File: config.mk
export PLATFORM = sky130hd
export DESIGN_NAME = hdlc_byte_unstuff_receiver
export DESIGN_NICKNAME = d
export VERILOG_FILES = /design/src/rtl/core/hdlcu_pkg.sv /design/src/rtl/core/hdlc_byte_unstuff_receiver.sv /design/src/rtl/core/hdlcu_in_reg.sv /design/src/rtl/core/hdlcu_deframer.sv
export SDC_FILE = /design/constraint.sdc
export NUM_CORES = 1
export LEC_CHECK = 0
export ABC_AREA = 1
export BUFFER_PORTS_ARGS = -buffer_cell sky130_fd_sc_hd__buf_2
export CAP_MARGIN = 20
export CELL_PAD_IN_SITES_DETAIL_PLACEMENT = 1
export CELL_PAD_IN_SITES_GLOBAL_PLACEMENT = 1
export CORE_MARGIN = 3
export CORE_UTILIZATION = 46
export CTS_BUF_LIST = sky130_fd_sc_hd__clkbuf_8
export DETAILED_ROUTE_END_ITERATION = 10
export PLACE_DENSITY = 0.87
export SLEW_MARGIN = 40
export SYNTH_ARGS = -nofsm -noshare
export SYNTH_HDL_FRONTEND = slang
export SYNTH_HIERARCHICAL = 1
export SYNTH_SLANG_ARGS = --single-unit
File: constraint.sdc
create_clock -name clk -period 4.97 [get_ports clk]
set_input_delay 0.994 -clock clk [delete_from_list [all_inputs] [get_ports clk]]
set_output_delay 0.994 -clock clk [all_outputs]
set_load 0.005 [all_outputs]
File: src/rtl/core/hdlcu_pkg.sv
// shared constants and types for the hdlc byte unstuffing receiver
// no dependencies
package hdlcu_pkg;

  localparam int unsigned MAX_FRAME_BYTES = 4096;
  localparam int unsigned BYTE_W          = 8;
  localparam int unsigned POS_W           = 12;
  localparam int unsigned COUNT_W         = 13;
  localparam int unsigned EVENT_W         = 2;
  localparam int unsigned OUT_DATA_W      = 40;

  localparam logic [BYTE_W-1:0]  FLAG_BYTE   = 8'h7e;
  localparam logic [BYTE_W-1:0]  ESC_BYTE    = 8'h7d;
  localparam logic [BYTE_W-1:0]  ESC_XOR     = 8'h20;
  localparam logic [COUNT_W-1:0] LIMIT_CAP   = COUNT_W'(MAX_FRAME_BYTES);
  localparam logic [COUNT_W-1:0] MAX_LEN_RST = COUNT_W'(4096);

  typedef enum logic [EVENT_W-1:0] {
    EV_NONE     = 2'd0,
    EV_DATA     = 2'd1,
    EV_DONE     = 2'd2,
    EV_OVERFLOW = 2'd3
  } event_t;

  typedef struct packed {
    logic              valid;
    logic [BYTE_W-1:0] rx_byte;
  } in_word_t;

  typedef struct packed {
    event_t             event_res;
    logic [BYTE_W-1:0]  data_byte;
    logic [POS_W-1:0]   position;
    logic [COUNT_W-1:0] frame_length;
  } result_t;

endpackage

File: src/rtl/core/hdlc_byte_unstuff_receiver.sv
// hdlc byte unstuffing receiver, top level
// each raw byte gives one result word, through the input register and then the result register
// throughput: one raw byte per cycle unless m_tready stalls, set by the state update loop
// rst (synchronous, active high) clears mode to unsynced, count to 0, max_length to 4096
// depends on hdlcu_pkg, hdlcu_in_reg, hdlcu_deframer
module hdlc_byte_unstuff_receiver (
  input  logic        clk,
  input  logic        rst,
  input  logic        cfg_we,
  input  logic [12:0] cfg_wdata,    // max_length
  input  logic        s_tvalid,
  output logic        s_tready,
  input  logic [7:0]  s_tdata,      // rx_byte
  output logic        m_tvalid,
  input  logic        m_tready,
  output logic [hdlcu_pkg::OUT_DATA_W-1:0] m_tdata,  // data_byte, position, frame_length, zero pad
  output logic [1:0]  m_tuser       // event_res
);
  import hdlcu_pkg::*;

  in_word_t word;
  logic     take;
  result_t  result;

  hdlcu_in_reg u_in_reg (
    .clk      (clk),
    .rst      (rst),
    .s_tvalid (s_tvalid),
    .s_tready (s_tready),
    .s_tdata  (s_tdata),
    .take     (take),
    .word     (word)
  );

  hdlcu_deframer u_deframer (
    .clk       (clk),
    .rst       (rst),
    .cfg_we    (cfg_we),
    .cfg_wdata (cfg_wdata),
    .word      (word),
    .take      (take),
    .m_valid   (m_tvalid),
    .m_ready   (m_tready),
    .result    (result)
  );

  assign m_tdata = {7'b0, result.frame_length, result.position, result.data_byte};
  assign m_tuser = result.event_res;

endmodule

File: src/rtl/core/hdlcu_in_reg.sv
// input register stage holding one received raw byte
// depends on hdlcu_pkg
module hdlcu_in_reg (
  input  logic              clk,
  input  logic              rst,
  input  logic              s_tvalid,
  output logic              s_tready,
  input  logic [7:0]        s_tdata,
  input  logic              take,
  output hdlcu_pkg::in_word_t word
);
  import hdlcu_pkg::*;

  logic              valid;
  logic [BYTE_W-1:0] rx_byte;

  assign s_tready = !valid || take;

  always_ff @(posedge clk) begin
    if (rst) begin
      valid <= 1'b0;
    end else if (s_tready) begin
      valid <= s_tvalid;
    end
    if (s_tready && s_tvalid) begin
      rx_byte <= s_tdata;
    end
  end

  assign word.valid   = valid;
  assign word.rx_byte = rx_byte;

endmodule

File: src/rtl/core/hdlcu_deframer.sv
// framing state machine, unstuffing, length limit and result register
// depends on hdlcu_pkg
module hdlcu_deframer (
  input  logic                   clk,
  input  logic                   rst,
  input  logic                   cfg_we,
  input  logic [12:0]            cfg_wdata,
  input  hdlcu_pkg::in_word_t    word,
  output logic                   take,
  output logic                   m_valid,
  input  logic                   m_ready,
  output hdlcu_pkg::result_t     result
);
  import hdlcu_pkg::*;

  typedef enum logic [2:0] {
    M_UNSYNCED = 3'd0,
    M_SYNCED   = 3'd1,
    M_INFRAME  = 3'd2,
    M_ESCAPE   = 3'd3,
    M_DISCARD  = 3'd4
  } mode_t;

  mode_t              mode, mode_next;
  logic [COUNT_W-1:0] byte_count, byte_count_next;
  logic [COUNT_W-1:0] max_length;
  logic [COUNT_W-1:0] limit;
  logic [BYTE_W-1:0]  sbyte;
  logic               do_store;
  result_t            res_next;

  assign take  = word.valid && (!m_valid || m_ready);
  assign limit = (max_length > LIMIT_CAP) ? LIMIT_CAP : max_length;
  assign sbyte = (mode == M_ESCAPE) ? (word.rx_byte ^ ESC_XOR) : word.rx_byte;

  always_comb begin
    mode_next       = mode;
    byte_count_next = byte_count;
    do_store        = 1'b0;
    res_next        = '{EV_NONE, '0, '0, '0};
    unique case (mode)
      M_UNSYNCED: begin
        if (word.rx_byte == FLAG_BYTE) begin
          byte_count_next = '0;
          mode_next       = M_SYNCED;
        end
      end
      M_SYNCED: begin
        if (word.rx_byte == ESC_BYTE) begin
          mode_next = M_ESCAPE;
        end else if (word.rx_byte != FLAG_BYTE) begin
          do_store = 1'b1;
        end
      end
      M_INFRAME: begin
        if (word.rx_byte == FLAG_BYTE) begin
          res_next.event_res    = EV_DONE;
          res_next.frame_length = byte_count;
          byte_count_next       = '0;
          mode_next             = M_UNSYNCED;
        end else if (word.rx_byte == ESC_BYTE) begin
          mode_next = M_ESCAPE;
        end else begin
          do_store = 1'b1;
        end
      end
      M_ESCAPE: begin
        do_store = 1'b1;
      end
      M_DISCARD: begin
        if (word.rx_byte == FLAG_BYTE) begin
          byte_count_next = '0;
          mode_next       = M_UNSYNCED;
        end
      end
      default: begin
        mode_next = M_UNSYNCED;
      end
    endcase
    if (do_store) begin
      if (byte_count >= limit) begin
        res_next.event_res = EV_OVERFLOW;
        mode_next          = M_DISCARD;
      end else begin
        res_next.event_res = EV_DATA;
        res_next.data_byte = sbyte;
        res_next.position  = byte_count[POS_W-1:0];
        byte_count_next    = byte_count + COUNT_W'(1);
        mode_next          = M_INFRAME;
      end
    end
  end

  always_ff @(posedge clk) begin
    if (rst) begin
      mode       <= M_UNSYNCED;
      byte_count <= '0;
      max_length <= MAX_LEN_RST;
      m_valid    <= 1'b0;
    end else begin
      if (cfg_we) begin
        max_length <= cfg_wdata;
      end
      if (take) begin
        mode       <= mode_next;
        byte_count <= byte_count_next;
        m_valid    <= 1'b1;
      end else if (m_ready) begin
        m_valid    <= 1'b0;
      end
    end
    if (take) begin
      result <= res_next;
    end
  end

  a_count_capped: assert property (@(posedge clk) disable iff (rst)
    byte_count <= LIMIT_CAP)
    else $error("frame byte count above cap");

  a_unsynced_exit: assert property (@(posedge clk) disable iff (rst)
    (take && mode == M_UNSYNCED) |=> (mode == M_UNSYNCED || mode == M_SYNCED))
    else $error("left unsynced without a flag");

  a_done_clears: assert property (@(posedge clk) disable iff (rst)
    (take && res_next.event_res == EV_DONE) |=> (byte_count == '0 && mode == M_UNSYNCED))
    else $error("closing flag did not clear the frame");

  a_data_counts: assert property (@(posedge clk) disable iff (rst)
    (take && res_next.event_res == EV_DATA)
      |=> (byte_count == $past(byte_count) + COUNT_W'(1) && mode == M_INFRAME))
    else $error("stored byte did not advance the count");

  a_overflow_discard: assert property (@(posedge clk) disable iff (rst)
    (take && res_next.event_res == EV_OVERFLOW) |=> (mode == M_DISCARD))
    else $error("overflow did not enter discard");

endmodule
==> summary.txt, run 1 <==
Drt
  – 1st-iter DRT viols: 94
  – Antenna Violating Nets Remaining: 0
  – Post-Route WL: roughly 8400 microns
  – Via Count: between 2000 and 3000
  – WL per Instance: roughly 14 microns
  – TritonRoute pass-1 iters: 4
  – DRC: 0
  – DR vias/cell: ~5.1

Logic synthesis
  – Cell Area, Synth: between 0.003 and 0.004 sq mm
  – Post-Synthesis Cells: 418
  – Synth cell types: 33
  – #FFs+latches synth: 74
  – Ys flop type: edfxtp_1
  – Post-synthesis simple-gate area fraction: 0.249
  – Sequential element share of the synthesized area: 0.527
  – Post-synthesis mux area share: 0
  – FFs w/ async S/R, synth: 0
  – Synth warnings: 6
  – Syn_area_per_cell: 8.67 sq um
  – Post-Synth XOR/XNOR Area: 0.00483
  – Synth Area in Adders: 0.0483
  – Largest family of logic cells by synthesized area: simple AND/OR/NAND/NOR gates
  – Number of enable flip-flop cells after synthesis: 43
  – Synth Area in Compound Gates: 0.0763

Floorplan
  – Area of the die: 0.00898 sq mm
  – Rows: 31
  – IO Pins: 70
  – Die width: between 90 and 100 microns
  – Die Y: ~95 microns
  – Initial Utilization: 0.487
  – Core box area: around 0.0074 sq mm

Timing
  – Fmax: between 300 and 400 MHz
  – Relative slew slack: 0.565
  – Final worst slack: approximately 1.8 ns
  – Fin. Hold Viols: 0
  – Skew final: 0.0142 ns
  – Fin crit period: 3.16 ns
  – Worst-Margin Slew: between 0.6 and 0.7 ns
  – Setup TNS: 0 ns
  – Final number of setup-violating endpoints: 0
  – Slew Viols, Final: 0
  – Final Cycle Share: 0.635
  – RSZ-0062 raised after global routing: false

Cells and area
  – Final Non-Filler Cells: roughly 600
  – Ant diodes: 0
  – Area delta synth->final: 15.0%
  – Layout net count: just over 500
  – FILL cells: 928
  – Final Cell Area: 0.00417 sq mm
  – Layout cell share with drive strength beyond 1: 0.227

Outcome
  – Status: completed

Worst setup path
  – Crit. Startpoint: m_tready
  – Startpoint types: primary input
  – WP data required: 3.98 ns
  – R2R Path Start: u_deframer/max_length[8]
  – Max FO, Critical Path: 17
  – WP data arrival: roughly 2.2 ns
  – CP endpoint kind: output port
  – Type of the worst setup path: primary input to output port

Placement
  – Placed Area: approximately 0.004 sq mm
  – Placer Congestion: around 0.80
  – Dpl hpwl: between 6000 and 7000 microns
  – Post-Place Setup Slack: 1.83 ns
  – IO Port Bufs: just over 60
  – Inst Count DP: around 570

Global routing
  – Largest net degree at the start of global routing: 41
  – Total Routing Usage GR: 0.201
  – First-pass GRT wire length: approximately 14000 microns
  – Initial antenna violation count: 0
  – Total gr overflow: 0
  – Vias in the first global route: 2994

CTS
  – Clock Sink Count: between 70 and 80
  – CTS tree: yes
  – Clock buffer depth: 2
  – Clock transition at path regs: roughly 0.08 ns
  – Postcts setup bufs: 0
  – H-tree levels: 3
  – Hold_buf cts: 0
  – Root buf cell: clkbuf_8
  – Insertion delay to the later sink of the worst-skew pair: 0.36 ns
  – CTS resizes: 0
  – Num CTS Buffers: 9

Hold path
  – Hold Crit Class: register to register
  – Hold_sp: u_deframer/max_length[0]

Flow run
  – Max-cap violations: 0

Power
  – Leakage power: 1.76 nW
  – Worst IR Drop VDD: 0.000132 V
  – PD cells: 312 mW/mm^2
-- path summary, 6_finish.rpt --
check,to,depth (start not counted),slack [ns]
min,u_deframer/max_length[0],2,0.48
min reg2reg,u_deframer/max_length[0],2,0.48
max reg2reg,u_deframer/byte_count[8],16,1.90
max,s_tready,8,1.81
-- stage by stage --
step | power [mW] | hold WS, ns | util
floorplan | 0.767 | 0.449 | -
global placement | 0.795 | 0.469 | 0.530
detailed placement | 0.802 | 0.475 | 0.530
CTS | 1.31 | 0.487 | 0.559
global route | 1.35 | 0.494 | 0.560
finish | 1.30 | 0.483 | 0.560
-- flip-flops by register name, indices dropped and copies added, names as in the netlist --
name                   count
u_deframer/byte_count     13
u_deframer/m_valid         1
u_deframer/max_length     13
u_deframer/mode            3
u_deframer/result         35
u_in_reg/rx_byte           8
u_in_reg/valid             1
-- cell families (layout without fill, tap and decap cells) --
kind of cell    after synthesis  after routing
compound gates               51             51
other cells                   1              7
buf+inv                      71            131
flops                        74             74
xor+xnor                      2              2
fa+ha+maj                    14             14
simple gates                205            205
-- worst max-delay path: stages --
cell and delay [ns]:
buf_2 0.10, inv_1 0.06, nand2_1 0.08, nand2_1 0.50
inv_1 0.15, inv_2 0.11, nand2_2 0.06, buf_2 0.13
-- where the power goes --
group	internal, mW	switching [mW]	total, mW	leakage [nW]
Combinational	0.0350	0.0638	0.0988	0.991
Sequential	0.676	0.0118	0.688	0.663
Clock	0.283	0.232	0.514	0.111
-- synth_stat cells (5+ instances only) --
master,number,area [sq um]
nor3_1,5,25.0
nand2_1,82,308
a21oi_1,26,130
nand3_1,13,65.1
o21ai_0,18,90.1
inv_1,44,165
ha_1,14,175
nand2_2,5,31.3
nand4_1,7,43.8
dfxtp_1,31,621
buf_4,9,67.6
nor2_1,73,274
inv_2,7,26.3
edfxtp_1,43,1290
nor2_2,9,56.3
-- layout by cell type (no fill, tap or decap), types with 3 or more instances in the layout --
cell,n
nand2_1,82
nor2_1,73
buf_2,62
inv_1,45
edfxtp_1,43
dfxtp_1,31
a21oi_1,25
o21ai_0,18
ha_1,14
nand3_1,13
clkbuf_8,9
nor2_2,9
conb_1,7
inv_2,7
nand4_1,7
nor3_1,5
nand2_2,5
nor4_1,3
nand3_2,3
o21a_1,3
a21oi_2,3
-- area by class of cell --
cell class | count | area (sq um) | area share
Sequential cell | 74 | 1910 | 0.459
Multi-Input combinational cell | 279 | 1400 | 0.336
Timing Repair Buffer | 63 | 318 | 0.0763
Inverter | 52 | 195 | 0.0468
Clock buffer | 9 | 124 | 0.0297
Tap cell | 99 | 124 | 0.0297
Clock inverter | 7 | 93.8 | 0.0225
-- layer usage --
metal | track usage | share of wire | wire [microns] | vias to the layer above
li1 | - | - | - | 1470
met1 | 0.229 | 0.43 | 3620 | 1384
met2 | 0.352 | 0.49 | 4100 | 79
met3 | 0.0502 | 0.052 | 436 | 18
met4 | 0.0913 | 0.024 | 197 | 0
met5 | 0 | 0 | 0 | -
Power figures use the tool's default switching activity.
==> run 2: changes to the inputs <==
ABC_AREA = 0   (was 1)
CORE_UTILIZATION = 44   (was 46)
PLACE_DENSITY = 0.82   (was 0.87)
clock period = 2.96 ns   (was 4.97 ns; I/O delays follow)
==> run 2 against run 1 <==
  * Register-to-register slack got worse by 1.6 ns
  * Sequential power up 67%
  * Worst setup slack lost 1.5 ns
  * Hold slack worse by 0.058 ns
  * Flip-flop and latch count did not move
  * Non-clock buffer count grew 3
  * Critical endpoint is now u_deframer/byte_count[4]
  * Largest cell class unchanged
==> summary.txt, run 2 <==
Outcome
  – Status: completed

Logic synthesis
  – Yosys top cell by area: edfxtp_1
  – Dominant cells by area after synthesis: edfxtp_1 37%, dfxtp_1 18%, ha_1 5.1%, mux2i_1 3.5%, and3_1 3.3%
  – Syn_area_per_cell: between 10 and 15 sq um
  – Sequential element share of the synthesized area: 0.553
  – Post-Synthesis Cells: 320
  – FFs w/ async S/R, synth: 0
  – #FFs+latches synth: 74
  – Synth cell types: 53
  – Top cell type's share of synthesized area: 0.373
  – Cell Area, Synth: about 0.0035 sq mm
  – Ys flop type: edfxtp_1
  – Post-synth top cells: 43 x edfxtp_1, 31 x dfxtp_1, 29 x nand2_1, 23 x nor2_1, 19 x a21oi_1
  – Most common cell in the synthesized netlist: edfxtp_1
  – Synth warnings: 6
  – Number of enable flip-flop cells after synthesis: 43

Floorplan
  – Rows: 31
  – Area of the die: 0.00896 sq mm
  – IO Pins: 70
  – Initial Utilization: 0.465
  – Die Y: 94.7 microns
  – Core box area: between 0.007 and 0.008 sq mm
  – Die width: around 95 microns

Drt
  – DRC: 0
  – TritonRoute pass-1 iters: 4
  – 1st-iter DRT viols: 141
  – WL per Instance: around 17 microns
  – DR vias/cell: 5.44
  – Antenna Violating Nets Remaining: 0
  – Via Count: 2629
  – Post-Route WL: 8020 microns

CTS
  – Num CTS Buffers: 9
  – H-tree levels: 3
  – Root buf cell: clkbuf_8
  – Clock buffer depth: 2
  – Insertion delay to the later sink of the worst-skew pair: ~0.34 ns
  – Clock Sink Count: 74
  – Clock transition at path regs: ~0.08 ns
  – CTS tree: yes
  – Postcts setup bufs: 0

Timing
  – RSZ-0062 raised after global routing: false
  – Fin. Hold Viols: 0
  – Worst-Margin Slew: ~0.56 ns
  – Relative slew slack: 0.627
  – Slew Viols, Final: 0
  – Skew final: approximately 0.010 ns
  – Hold Slack: roughly 0.43 ns
  – Fmax: approximately 380 MHz
  – Final Cycle Share: 0.890
  – Final number of setup-violating endpoints: 0
  – Fin crit period: approximately 2.6 ns
  – Setup TNS: 0 ns
  – Final worst slack: ~0.32 ns

Cells and area
  – Area delta synth->final: 18.2%
  – Layout cell share with drive strength beyond 1: 0.234
  – Final Cell Area: 0.00409 sq mm
  – Most common cell after layout, fill and taps aside: buf_2
  – Biggest regs: u_deframer/result x35, u_deframer/byte_count x13, u_deframer/max_length x13
  – FILL cells: between 800 and 900
  – Most frequent cells in the layout: 62 x buf_2, 43 x edfxtp_1, 31 x dfxtp_1
  – Largest reg by FF count: u_deframer/result
  – FF+latch area: between 0.0015 and 0.002 sq mm
  – Ant diodes: 0
  – Layout net count: between 400 and 500
  – Max reg flops: 35
  – Area of the multi-input gates: 0.00141 sq mm

Worst setup path
  – CP endpoint kind: register
  – Max FO, Critical Path: 18
  – WP data required: approximately 3.2 ns
  – Startpoint types: register
  – Type of the worst setup path: register to register
  – WP data arrival: about 2.9 ns

Placement
  – Post-Place Setup Slack: approximately 0.33 ns
  – Dpl hpwl: 5560 microns
  – Placer Congestion: 0.788
  – IO Port Bufs: 62
  – Placed Area: between 0.003 and 0.004 sq mm

Flow run
  – Max-cap violations: 0

Hold path
  – Hold Crit Class: primary input to register

Global routing
  – Largest net degree at the start of global routing: 37
  – First-pass GRT wire length: about 13000 microns
  – Total gr overflow: 0
  – Vias in the first global route: approximately 2700
  – Total Routing Usage GR: 0.196
  – Initial antenna violation count: 0

Power
  – Leakage power: about 1.7 nW
  – Worst IR Drop VDD: ~0.00029 V
  – PD cells: between 500 and 600 mW/mm^2
run 2: routing by layer:
layer | share of wire | GRT usage | vias up
met3 | 0.049 | 0.0390 | 13
met2 | 0.48 | 0.315 | 70
li1 | - | - | 1275
met4 | 0.018 | 0.0865 | 0
met1 | 0.46 | 0.257 | 1271
met5 | 0 | 0 | -
run 2: cells by family (layout without fill, tap and decap cells):
| family | after synthesis | after routing | synth area share |
|---|---|---|---|
| compound gates | 55 | 55 | 0.107 |
| xor+xnor | 4 | 4 | 0.0101 |
| fa+ha+maj | 14 | 14 | 0.0506 |
| buf+inv | 34 | 92 | 0.0477 |
| flops | 74 | 74 | 0.553 |
| mux | 12 | 12 | 0.0347 |
| other cells | 1 | 7 | 0.00108 |
| simple gates | 126 | 126 | 0.196 |
run 2: critical path, cell delays in order, from the launching register on:
cell,delay [ns]
dfxtp_1,0.32
inv_1,0.27
nand2_1,0.12
ha_1,0.32
a21o_1,0.17
a31oi_1,0.16
o21ai_1,0.13
a21o_2,0.37
or4_1,0.53
a31oi_1,0.16
run 2: metrics by stage:
step,total power [mW],std cells,util
floorplan,1.27,326,-
global placement,1.32,467,0.513
detailed placement,1.33,467,0.513
global route,2.42,483,0.549
finish,2.33,483,0.549
CTS,2.34,483,0.548
run 2: area by class of cell:
cell class | count | area share
inverter | 10 | 0.00918
multi-input combinational | 218 | 0.345
timing repair buffer | 66 | 0.0832
clock inverter | 7 | 0.0346
tap | 99 | 0.0303
clock buffer | 9 | 0.0303
sequential | 74 | 0.468
run 2: power by group:
group | internal [mW] | switching (mW) | total [mW]
Clock | 0.647 | 0.372 | 1.02
Combinational | 0.0599 | 0.0923 | 0.152
Sequential | 1.13 | 0.0203 | 1.15
Total | 1.84 | 0.484 | 2.33
run 2: path summary, 6_finish.rpt:
kind | startpoint | end | slack [ns] | depth (start not counted)
max reg2reg | u_deframer/max_length[12] | u_deframer/byte_count[4] | 0.32 | 9
max | u_deframer/max_length[12] | u_deframer/byte_count[4] | 0.32 | 9
min | s_tdata[1] | u_in_reg/rx_byte[1] | 0.43 | 1
min reg2reg | u_in_reg/valid | u_deframer/m_valid | 0.50 | 2
run 2: what timing repair did:
action	CTS	global route
endpoints found under the setup margin	0	4
gates resized for setup	0	2
hold endpoints to repair	0	0
hold buffers	0	0
==> run 3: changes to the inputs <==
==> constraint.sdc (replaced) <==
create_clock -name clk -period 2.96 [get_ports clk]
set_input_delay 0.444 -clock clk [delete_from_list [all_inputs] [get_ports clk]]
set_output_delay 0.444 -clock clk [all_outputs]
set_load 0.005 [all_outputs]
==> run 3 against run 2 <==
  * Hold slack worse by 0.15 ns
  * Core utilization is 0.37 points lower
  * Fmax is 4.7% higher
  * Die area stayed put
  * Count of clock-buffer cells in the layout stayed put
  * Via count is 1.3% lower
  * Critical path depth is 1 higher
==> summary.txt, run 3 (synthesized netlist as in run 2, its figures left out) <==
Cells and area
  – Final Non-Filler Cells: between 400 and 500
  – Area delta synth->final: 17.4%
  – Largest reg by FF count: u_deframer/result
  – Layout Utilization: 0.545
  – Final Cell Area: 0.00406 sq mm
  – Max reg flops: 35
  – Biggest regs: u_deframer/result x35, u_deframer/byte_count x13, u_deframer/max_length x13
  – Layout cell share with drive strength beyond 1: 0.229
  – Most frequent cells in the layout: 62 x buf_2, 43 x edfxtp_1, 31 x dfxtp_1
  – Ant diodes: 0
  – Most common cell after layout, fill and taps aside: buf_2
  – Layout net count: between 400 and 500

Outcome
  – Status: completed

Floorplan
  – Area of the die: around 0.009 sq mm
  – Initial Utilization: 0.465
  – Rows: 31
  – IO Pins: 70
  – Die width: about 95 microns
  – Core box area: 0.00745 sq mm
  – Die Y: between 90 and 100 microns

Drt
  – Post-Route WL: ~7600 microns
  – Via Count: ~2600
  – Antenna Violating Nets Remaining: 0
  – WL per Instance: roughly 16 microns
  – TritonRoute pass-1 iters: 4
  – DR vias/cell: 5.37
  – 1st-iter DRT viols: 210
  – DRC: 0

Global routing
  – Initial antenna violation count: 0
  – Total Routing Usage GR: 0.186
  – First-pass GRT wire length: 12800 microns
  – Total gr overflow: 0
  – Vias in the first global route: 2587
  – Largest net degree at the start of global routing: 36

Timing
  – Skew final: around 0.009 ns
  – Fin. Hold Viols: 0
  – Setup TNS: 0 ns
  – Hold Slack: 0.274 ns
  – Slew Viols, Final: 0
  – Fin crit period: about 2.5 ns
  – Final worst slack: ~0.44 ns
  – Worst-Margin Slew: 0.551 ns
  – Final number of setup-violating endpoints: 0
  – Final Cycle Share: 0.850
  – Fmax: ~400 MHz
  – RSZ-0062 raised after global routing: false
  – Relative slew slack: 0.630

Worst setup path
  – CP max stage cell: nor4_1
  – Family with the most delay on the worst path: compound AO/OA/AOI/OAI gates
  – Most frequent CP cell: a21o_1
  – CP peak stage delay: ~0.34 ns
  – Crit. Startpoint: u_deframer/max_length[12]
  – WP data arrival: 2.80 ns
  – Type of the worst setup path: register to register
  – WP data required: 3.24 ns
  – Crit-path cells: inv_1 -> nand2_1 -> ha_1 -> a21o_1 -> a31oi_1 -> o21ai_1 -> a21o_1 -> buf_4 -> nor4_1 -> a41o_1
  – Max FO, Critical Path: 13
  – Startpoint types: register
  – CP endpoint kind: register
  – R2R Path Start: u_deframer/max_length[12]
  – Crit path buffers/inverters: 2

Placement
  – Inst Count DP: about 470
  – IO Port Bufs: slightly above 60
  – Placer Congestion: 0.810
  – Placed Area: about 0.0038 sq mm
  – Post-Place Setup Slack: around 0.48 ns
  – Dpl hpwl: between 5000 and 6000 microns

CTS
  – Insertion delay to the later sink of the worst-skew pair: 0.34 ns
  – Clock transition at path regs: 0.08 ns
  – CTS resizes: 0
  – H-tree levels: 3
  – Root buf cell: clkbuf_8
  – CTS tree: yes
  – Postcts setup bufs: 0
  – Clock Sink Count: between 70 and 80
  – Hold_buf cts: 0
  – Clock buffer depth: 2
  – Num CTS Buffers: 9

Power
  – PD cells: about 550 mW/mm^2
  – Worst IR Drop VDD: ~0.00022 V
  – Leakage power: 1.65 nW
  – Total power: ~2.2 mW

Hold path
  – Hold Crit Class: primary input to register
  – Hold_sp: s_tdata[6]

Flow run
  – Max-cap violations: 0
[run 3: cell types whose count changed in the layout (fill, tap and decap cells not counted), sizes merged]
cell	before	now
inv	12	11
clkinvlp	0	1
bufinv	4	3
clkinv	1	2
[run 3: final timing paths]
check                                            endpoint  slack, ns  cells after the start
worst max register to register  u_deframer/byte_count[10]       0.44                     10
worst min-delay path                  u_in_reg/rx_byte[6]       0.27                      1
worst max-delay path            u_deframer/byte_count[10]       0.44                     10
worst min register to register   u_deframer/max_length[0]       0.51                      2
[run 3: where the power goes]
group	total (mW)	switching [mW]	leakage, nW	internal (mW)
logic	0.149	0.0897	0.873	0.0590
clock network	0.932	0.373	0.121	0.559
registers	1.15	0.0202	0.659	1.13
[run 3: area by class of cell]
class | count | area (sq um)
sequential | 74 | 1910
clock inverter | 7 | 119
fill | 860 | 3390
tap | 99 | 124
clock buffer | 9 | 124
inverter | 10 | 37.5
multi-input combinational | 218 | 1410
timing repair buffer | 66 | 340
[run 3: worst register-to-register path, cell delays in order, from the launching register on]
cell,delay (ns)
dfxtp_1,0.32
inv_1,0.25
nand2_1,0.11
ha_1,0.30
a21o_1,0.16
a31oi_1,0.16
o21ai_1,0.11
a21o_1,0.30
buf_4,0.23
nor4_1,0.35
a41o_1,0.16
[run 3: layer usage]
metal  global-route usage  vias up  wire length [microns]
met5                    0        -                      0
met1                0.250     1240                   3470
met4               0.0865        0                     76
met3               0.0335        6                    451
li1                     -     1273                      -
met2                0.291       75                   3650
